## src/hw/rtl/cfh_pkg.sv

```systemverilog
// Types, constants and helper functions for the case-folded FNV-1 hash.
package cfh_pkg;

  localparam int unsigned HASH_W = 32;
  localparam int unsigned BYTE_W = 8;

  localparam logic [HASH_W-1:0] FNV_BASIS  = 32'd2166136261;
  localparam logic [HASH_W-1:0] LOW30_MASK = 32'd1073741823;
  localparam int unsigned       FOLD_SHIFT = 30;

  localparam logic [BYTE_W-1:0] ASCII_UPPER_A = 8'h41;
  localparam logic [BYTE_W-1:0] ASCII_UPPER_Z = 8'h5A;
  localparam logic [BYTE_W-1:0] CASE_OFFSET   = 8'h20;

  typedef struct packed {
    logic [BYTE_W-1:0] data_byte;
    logic              byte_present;
    logic              end_of_string;
  } item_t;

  function automatic logic [BYTE_W-1:0] fold_case(input logic [BYTE_W-1:0] b);
    logic [BYTE_W-1:0] res;
    res = b;
    if (b >= ASCII_UPPER_A && b <= ASCII_UPPER_Z) begin
      res = b + CASE_OFFSET;
    end
    return res;
  endfunction

  // h * 16777619 mod 2^32; prime = 2^24 + 2^8 + 2^7 + 2^4 + 2^1 + 1
  function automatic logic [HASH_W-1:0] fnv_step(input logic [HASH_W-1:0] h,
                                                 input logic [BYTE_W-1:0] b);
    logic [HASH_W-1:0] prod;
    prod = (h << 24) + (h << 8) + (h << 7) + (h << 4) + (h << 1) + h;
    return prod ^ {{(HASH_W-BYTE_W){1'b0}}, fold_case(b)};
  endfunction

  function automatic logic [HASH_W-1:0] finish_hash(input logic [HASH_W-1:0] h,
                                                    input logic full_width);
    logic [HASH_W-1:0] res;
    res = h;
    if (!full_width) begin
      res = (h >> FOLD_SHIFT) ^ (h & LOW30_MASK);
    end
    return res;
  endfunction

endpackage

```

## src/hw/rtl/cfh_in_stage.sv

```systemverilog
// Input register stage: holds one accepted word until the hash core takes it.
module cfh_in_stage
  import cfh_pkg::*;
(
  input  logic  clk,
  input  logic  rst_n,
  input  logic  in_valid,
  output logic  in_ready,
  input  item_t in_item,
  output logic  item_valid,
  output item_t item,
  input  logic  item_take
);

  logic  valid_r, valid_nxt;
  item_t item_r, item_nxt;

  assign in_ready = !valid_r || item_take;

  always_comb begin
    valid_nxt = valid_r;
    item_nxt  = item_r;
    if (in_valid && in_ready) begin
      valid_nxt = 1'b1;
      item_nxt  = in_item;
    end else if (item_take) begin
      valid_nxt = 1'b0;
    end
  end

  always_ff @(posedge clk) begin
    if (!rst_n) begin
      valid_r <= 1'b0;
    end else begin
      valid_r <= valid_nxt;
    end
    item_r <= item_nxt;
  end

  assign item_valid = valid_r;
  assign item       = item_r;

endmodule

```

## src/hw/rtl/cfh_core.sv

```systemverilog
// Hash core: running FNV-1 state, end-of-string fold and result register.
module cfh_core
  import cfh_pkg::*;
(
  input  logic              clk,
  input  logic              rst_n,
  input  logic              item_valid,
  input  item_t             item,
  output logic              item_take,
  input  logic              full_width,
  output logic              out_valid,
  input  logic              out_ready,
  output logic [HASH_W-1:0] out_hash_value
);

  logic [HASH_W-1:0] hash_r, hash_nxt;
  logic [HASH_W-1:0] hash_upd;
  logic              out_valid_r, out_valid_nxt;
  logic [HASH_W-1:0] out_hash_r, out_hash_nxt;

  // a word that closes a string needs a free result slot
  assign item_take = item_valid &&
                     (!item.end_of_string || !out_valid_r || out_ready);

  assign hash_upd = item.byte_present ? fnv_step(hash_r, item.data_byte) : hash_r;

  always_comb begin
    hash_nxt      = hash_r;
    out_valid_nxt = out_valid_r;
    out_hash_nxt  = out_hash_r;
    if (out_ready) begin
      out_valid_nxt = 1'b0;
    end
    if (item_take) begin
      if (item.end_of_string) begin
        hash_nxt      = FNV_BASIS;
        out_valid_nxt = 1'b1;
        out_hash_nxt  = finish_hash(hash_upd, full_width);
      end else begin
        hash_nxt = hash_upd;
      end
    end
  end

  always_ff @(posedge clk) begin
    if (!rst_n) begin
      hash_r      <= FNV_BASIS;
      out_valid_r <= 1'b0;
    end else begin
      hash_r      <= hash_nxt;
      out_valid_r <= out_valid_nxt;
    end
    out_hash_r <= out_hash_nxt;
  end

  assign out_valid      = out_valid_r;
  assign out_hash_value = out_hash_r;

endmodule

```

## src/hw/rtl/case_folded_fnv1_hash_top.sv

```systemverilog
// Case-folded 32-bit FNV-1 string hasher: takes one byte word per clock,
// folds ASCII A-Z to lower case, and returns one hash word per end-of-string
// word. Sustained rate is one input word per cycle; the limit is the
// running-hash register, which feeds back through the multiply-by-prime
// (shift-add) and XOR combinationally. A closing word waits in the input
// register only while an earlier hash word is still held unaccepted. A result
// passes the input register, then the result register, after its closing
// word is accepted; the closing word may wait between the two.
// full_width (reset 1) selects the full 32-bit hash or a 30-bit xor-fold;
// it is sampled when the closing word is processed.
module case_folded_fnv1_hash_top
  import cfh_pkg::*;
(
  input  logic              clk,
  input  logic              rst_n,
  input  logic              cfg_we,
  input  logic              cfg_wdata,
  input  logic              in_valid,
  output logic              in_ready,
  input  logic [BYTE_W-1:0] in_data_byte,
  input  logic              in_byte_present,
  input  logic              in_end_of_string,
  output logic              out_valid,
  input  logic              out_ready,
  output logic [HASH_W-1:0] out_hash_value
);

  logic  full_width_r;
  item_t in_item;
  item_t item;
  logic  item_valid;
  logic  item_take;

  always_ff @(posedge clk) begin
    if (!rst_n) begin
      full_width_r <= 1'b1;
    end else if (cfg_we) begin
      full_width_r <= cfg_wdata;
    end
  end

  assign in_item.data_byte     = in_data_byte;
  assign in_item.byte_present  = in_byte_present;
  assign in_item.end_of_string = in_end_of_string;

  cfh_in_stage u_in_stage (
    .clk        (clk),
    .rst_n      (rst_n),
    .in_valid   (in_valid),
    .in_ready   (in_ready),
    .in_item    (in_item),
    .item_valid (item_valid),
    .item       (item),
    .item_take  (item_take)
  );

  cfh_core u_core (
    .clk            (clk),
    .rst_n          (rst_n),
    .item_valid     (item_valid),
    .item           (item),
    .item_take      (item_take),
    .full_width     (full_width_r),
    .out_valid      (out_valid),
    .out_ready      (out_ready),
    .out_hash_value (out_hash_value)
  );

endmodule

```

## config.mk

```make
export PLATFORM = sky130hd
export DESIGN_NAME = case_folded_fnv1_hash_top
export DESIGN_NICKNAME = d
export VERILOG_FILES = /design/src/hw/rtl/cfh_pkg.sv /design/src/hw/rtl/cfh_in_stage.sv /design/src/hw/rtl/cfh_core.sv /design/src/hw/rtl/case_folded_fnv1_hash_top.sv
export SDC_FILE = /design/constraint.sdc
export NUM_CORES = 1
export LEC_CHECK = 0
export BUFFER_PORTS_ARGS = -buffer_cell sky130_fd_sc_hd__buf_4
export CAP_MARGIN = 20
export CORE_ASPECT_RATIO = 2
export CORE_MARGIN = 3
export CORE_UTILIZATION = 45
export DETAILED_ROUTE_END_ITERATION = 10
export GPL_TIMING_DRIVEN = 0
export SYNTH_ARGS = -nofsm -noshare
export SYNTH_HDL_FRONTEND = slang
export SYNTH_SLANG_ARGS = --single-unit
```

## constraint.sdc

```tcl
create_clock -name clk -period 11.7 [get_ports clk]
set_input_delay 1.755 -clock clk [delete_from_list [all_inputs] [get_ports clk]]
set_output_delay 1.755 -clock clk [all_outputs]
set_load 0.02 [all_outputs]
```

### Word-level counts from Yosys, hierarchy flattened

Index checks and enable logic that the tools add are counted.
W data, S select, Z words.

| word-level totals | value |
|---|---|
| input bits | 16 |
| logic and storage cells | 38 |
| flip-flop bits (word level) | 77 |

| operators by class | value |
|---|---|
| reductions and logical operators | 11 |
| $lt $le $gt $ge | 2 |
| add/subtract/negate cells | 6 |
| multiplexer cells | 9 |
| bitwise operators | 2 |

Operators by type and width:

| cell | count |
|---|---|
| $add A32 B32 Y32 | 5 |
| $mux W32 | 3 |
| $xor A32 B8 Y32 | 1 |
| $xor A2 B30 Y30 | 1 |
| $add A8 B6 Y8 const B | 1 |
| $ge A8 B7 Y1 const B | 1 |
| $le A8 B7 Y1 const B | 1 |
| $mux W8 | 1 |
| $mux W1 | 5 |
| $logic_and A1 B1 Y1 | 3 |
| $logic_not A1 Y1 | 3 |
| $logic_or A1 B1 Y1 | 3 |
| $reduce_and A2 Y1 | 1 |
| $reduce_bool A2 Y1 | 1 |

### Depth between registers and ports, before layout

| logic depth | value |
|---|---|
| word-level depth | 9 |
| depth in mapped cells | 17 |
| mapped depth without buffers | 17 |

### Hierarchy

A second synthesis with hierarchy kept.

| second synthesis, totals | value |
|---|---|
| cells, all modules | 703 |
| area, all modules | 7051.8 µm² |

Modules (own cells, without submodules):

| module | instances | area an instance (µm²) | seq. area each (µm²) | cells an instance |
|---|---|---|---|---|
| cfh_core | 1 | 6660.1 | 1621.6 | 685 |
| cfh_in_stage | 1 | 357.8 | 320.3 | 15 |
| case_folded_fnv1_hash_top | 1 | 33.8 | 20.0 | 3 |

### Least setup slack after synthesis

No wires, ideal clock.

| path | value |
|---|---|
| path kind | register to register |
| start point | register u_core.hash_r[9] |
| end point | register u_core.out_hash_r[0], in the netlist u_core.out_hash_value[0], data pin |
| buffers on the path | 0 |
| stages on the path, launching flop included | 18 |
| data arrival time | 3.989 ns |
| library setup time | 0.260 ns |
| slack | 7.450 ns |
| clock period less this slack | 4.250 ns |
| cells stage by stage | dfxtp_1 > inv_1 > fa_1 > inv_1 > fa_1 > inv_1 > fa_1 > inv_1 > ha_1 > nand4_2 > a211oi_1 > o21ai_1 > a211oi_2 > o21bai_1 > a211o_1 > a31oi_1 > nor3b_2 > xnor2_1 |

| between the ends | value |
|---|---|
| cells in the longest elaborated chain, start to end | 9 |

Ends and longest elaborated chain:

| item | RTL line | RTL |
|---|---|---|
| from (decl) | cfh_core.sv:16 | `logic [HASH_W-1:0] hash_r, hash_nxt;` |
| from (signal assigned) | cfh_core.sv:50 | `hash_r <= hash_nxt;` |
| $add A32 B32 Y32 (4 in a row) | cfh_pkg.sv:34 | `prod = (h << 24) + (h << 8) + (h << 7) + (h << 4) + (h << 1) + h;` |
| $add A32 B32 Y32 (*) | cfh_pkg.sv:34 |  |
| $xor A32 B8 Y32 (*) | cfh_pkg.sv:35 | `return prod ^ {{(HASH_W-BYTE_W){1'b0}}, fold_case(b)};` |
| $mux W32 (*) | cfh_core.sv:25 | `assign hash_upd = item.byte_present ? fnv_step(hash_r, item.data_byte) : hash_r;` |
| $xor A2 B30 Y30 (*) | cfh_pkg.sv:43 | `res = (h >> FOLD_SHIFT) ^ (h & LOW30_MASK);` |
| $mux W32 (*) | cfh_pkg.sv:42 | `if (!full_width) begin` |
| to (signal assigned) | cfh_core.sv:53 | `out_hash_r <= out_hash_nxt;` |
| to (decl) | cfh_core.sv:19 | `logic [HASH_W-1:0] out_hash_r, out_hash_nxt;` |

Every way passes the cells marked *; elsewhere a longest branch is shown, timed or not.
A chain may end at the register's enable or synchronous reset.

### Worst setup path in the final report

| path | value |
|---|---|
| start point | register u_core.hash_r[1] |
| end point | register u_core.out_hash_r[28], in the netlist u_core.out_hash_value[28], data pin |

| between the ends | value |
|---|---|
| cells in the longest elaborated chain, start to end | 9 |

Ends and longest elaborated chain:

| item | RTL line | RTL |
|---|---|---|
| $add A32 B32 Y32 (4 in a row) | cfh_pkg.sv:34 |  |
| $add A32 B32 Y32 (*) | cfh_pkg.sv:34 |  |
| $xor A32 B8 Y32 (*) | cfh_pkg.sv:35 |  |
| $mux W32 (*) | cfh_core.sv:25 |  |
| named net u_core.hash_upd[28] | cfh_core.sv:17 | `logic [HASH_W-1:0] hash_upd;` |
| $xor A2 B30 Y30 | cfh_pkg.sv:43 |  |
| $mux W32 (*) | cfh_pkg.sv:42 |  |

Mark *: on every way through the listed nets, which the timed path passes. The rest lies on a longest branch.

==> reports/qor.yml <==
regToRegEndpoint: "u_core.out_hash_value[28]"
synth_edf_count: 42
setup_viol: 0
m1WireLength_um: 6400
pin_count: 50
actual_slew_at_the_worst_max_slew_pin_ns: 0.701
slew_headroom_pct: 53.3
final_net_count: 940
hold_path_class: "reg -> reg"
drt_first_pass_iters: 5
ctsHtreeMaxLevel: 3
postSynthCellCount: 723
cts_max_path_buffers: 2
floorplan.initialDensity_pct: 46.0
die_height_um: 183
criticalPathCategory: "reg -> reg"
clkLatencyLatePin_ns: 0.34
synth_largest_area_cell: "sky130_fd_sc_hd__fa_1"
synth_top_area_share_pct: 22.9
critical-path-max-stage-delay_ns: 0.60
sequential_to_total_area_share_from_yosys_stat_pct: 27.7
critPathTopFamily: "compound AO/OA/AOI/OAI gates"
post_cts.repair.setup_buffers: 0
synth_top_flop_cell: "sky130_fd_sc_hd__edfxtp_1"
hold_path_end: "u_core.hash_r[28]"
finalSetupTns_ns: 0
ff2ff_setup_slack_ns: 6.50
cts-root-buf: "sky130_fd_sc_hd__clkbuf_16"
async_flop_share_pct: 0
fmax_ghz: 0.192
num-fill-cells: 1483
synthesis.nets: 878
drt_iter0_markers: 214
timing.critical_path.from_type: "flop"
finalWeightedCongestion: 0.977
gr-usage-all-layers_pct: 23.2
fin_clk_skew_ns: 0.00894
cp_cell_sequence: "inv_1 > fa_1 > fa_1 > fa_1 > inv_1 > ha_1 > a21oi_1 > nand2_1 > o21ai_1 > a211oi_2 > o21bai_1 > a21boi_0 > o21a_1 > o21a_1 > o31ai_1"
via_per_inst: 5.41
core-area_mm2: 0.0154
first_global_vias: 5803
maximum_number_of_pins_on_one_net_before_global_route_repair: 24
num_antenna_cells: 0
cp_max_fo: 7
clkSlewWorstSetupHoldPaths_ns: 0.06
yosys_register_bits: 77
cts_resized: 0
avgRoutedWirePerCell_um: 18.9
avgSynthCellArea_um2: 9.79
timing.critical_path.to_type: "flop"
place.port_buffers: 49
rsz_0062_raised_after_global_routing: "false"
cts_tree: "done"
detailed_place_hpwl_um: 15600
chipWidth_um: 94.7
timing.hold.worst.start: "u_core.hash_r[28]"
cts_buffers: 9
maxCapViolations: 0
final_layout_size_suffix_gt1_share_pct: 11.0
drt_wl_total_um: 18700
seqCellArea_mm2: 0.00196
crit_arrival_ns: 5.32
netlist-cell-type-count: 60
critical_path.reg2reg.startpoint: "u_core.hash_r[1]"
antenna_found_initial: 0
combined_area_of_all_synthesized_cells_mm2: 0.00708
netlist_top_cells_area: "sky130_fd_sc_hd__fa_1, sky130_fd_sc_hd__edfxtp_1, sky130_fd_sc_hd__ha_1"
fp.dieArea_mm2: 0.0174
highest_delay_cell_along_the_critical_path: "sky130_fd_sc_hd__fa_1"
finalMaxSlewViolations: 0
synth.most_common_cell: "sky130_fd_sc_hd__inv_1"
post_synth_most_frequent_cells: "sky130_fd_sc_hd__inv_1, sky130_fd_sc_hd__fa_1, sky130_fd_sc_hd__ha_1, sky130_fd_sc_hd__nand2_1, sky130_fd_sc_hd__edfxtp_1"
globalRouteOverflowTotal: 0
holdPathStages: 2
post_cts_hold_buffer_count: 0
multi_input_comb_area_mm2: 0.00447
areaGrowthSynthToFinish_pct: 13.4
vias: 5345
r2r.worst_path.cells: 15
path_common_cell: "sky130_fd_sc_hd__fa_1"
cts.sink_count: 77
crit_required_ns: 11.82
route.antenna.remaining_nets: 0
fin_crit_sh_pct: 44.4
status: "complete, no violations"
routed-wl-met3_um: 561
final-hold-violation-count: 0
critical_path.n_buffers_inverters: 2
route.top_layer_used: "met4"
timing.final.crit_period_ns: 5.20
grt_pass1_wl_um: 30000
drt_drc_violations_left: 0
routed-wl-met2_um: 10600
ys.warnings.count: 0
row_count: 64
==> logic make-up (layout without fill, tap and decap cells) <==
group           count (synthesis)  after routing  synth area share, %
compound gates                145            145                 13.4
buf+inv                       173            240                 9.17
flops                          77             77                 27.7
fa+ha+maj                     139            139                 33.2
mux                             8              8                 1.27
simple gates                  141            141                 10.4
xor+xnor                       40             40                 4.95
==> state kept, by name (all words and copies together) (netlist names) <==
| signal | count |
|---|---|
| full_width_r | 1 |
| u_core.hash_r | 32 |
| u_in_stage.item_valid | 1 |
| u_core.out_valid | 1 |
| u_core.out_hash_value | 32 |
| u_in_stage.item | 10 |
==> worst register-to-register path, stage by stage, from the launching register on <==
cell and delay [ns]:
sky130_fd_sc_hd__dfxtp_1 0.51, sky130_fd_sc_hd__inv_1 0.24, sky130_fd_sc_hd__fa_1 0.60, sky130_fd_sc_hd__fa_1 0.47
sky130_fd_sc_hd__fa_1 0.52, sky130_fd_sc_hd__inv_1 0.04, sky130_fd_sc_hd__ha_1 0.38, sky130_fd_sc_hd__a21oi_1 0.31
sky130_fd_sc_hd__nand2_1 0.12, sky130_fd_sc_hd__o21ai_1 0.32, sky130_fd_sc_hd__a211oi_2 0.14, sky130_fd_sc_hd__o21bai_1 0.46
sky130_fd_sc_hd__a21boi_0 0.16, sky130_fd_sc_hd__o21a_1 0.21, sky130_fd_sc_hd__o21a_1 0.18, sky130_fd_sc_hd__o31ai_1 0.32
==> through the flow <==
stage / utilization (%) / hold slack [ns] / setup slack, ns / area, um2 / instances
floorplan: - / 0.504 / 7.45 / 7080 / 723
finish: 52.2 / 0.537 / 6.50 / 8030 / 988
global placement: 50.0 / 0.537 / 6.44 / 7690 / 970
CTS: 52.2 / 0.541 / 6.40 / 8020 / 987
global route: 52.2 / 0.564 / 6.23 / 8030 / 988
detailed placement: 50.2 / 0.535 / 6.42 / 7720 / 971
==> worst max path at each step <==
stage          slack (ns)                         to              from  depth (start not counted)
2_1_floorplan        7.45   u_core.out_hash_value[0]  u_core.hash_r[9]                         17
3_3_place_gp         6.44  u_core.out_hash_value[28]  u_core.hash_r[1]                         15
3_5_place_dp         6.42  u_core.out_hash_value[28]  u_core.hash_r[1]                         15
4_1_cts              6.40  u_core.out_hash_value[28]  u_core.hash_r[1]                         15
5_1_grt              6.23   u_core.out_hash_value[1]  u_core.hash_r[1]                         15
6_report             6.50  u_core.out_hash_value[28]  u_core.hash_r[1]                         15
==> cell usage in the layout, fill, tap and decap left out, types with 28 or more instances in the layout <==
cell type and instances:
sky130_fd_sc_hd__a21oi_1 28, sky130_fd_sc_hd__buf_4 50, sky130_fd_sc_hd__dfxtp_1 35, sky130_fd_sc_hd__edfxtp_1 42, sky130_fd_sc_hd__fa_1 81, sky130_fd_sc_hd__ha_1 58
sky130_fd_sc_hd__inv_1 157, sky130_fd_sc_hd__nand2_1 58, sky130_fd_sc_hd__o21ai_0 32, sky130_fd_sc_hd__xnor2_1 29
==> cell type report <==
cell class	instances	area share, %
Clock inverter	6	0.748
Clock buffer	10	2.98
Tap cell	198	3.09
Timing Repair Buffer	51	5.02
Buffer	15	0.701
Multi-Input combinational cell	473	55.6
Sequential cell	77	24.4
Inverter	158	7.39
==> per-layer routing <==
metal | up-vias | GRT usage, %
met5 | - | 0
met4 | 0 | 12.7
met3 | 50 | 2.67
met2 | 134 | 43.8
met1 | 2660 | 24.2
li1 | 2501 | -
Power is left out: the tool's default activity adds up to more than one toggle a clock period on the data nets, which glitch-free logic cannot reach.
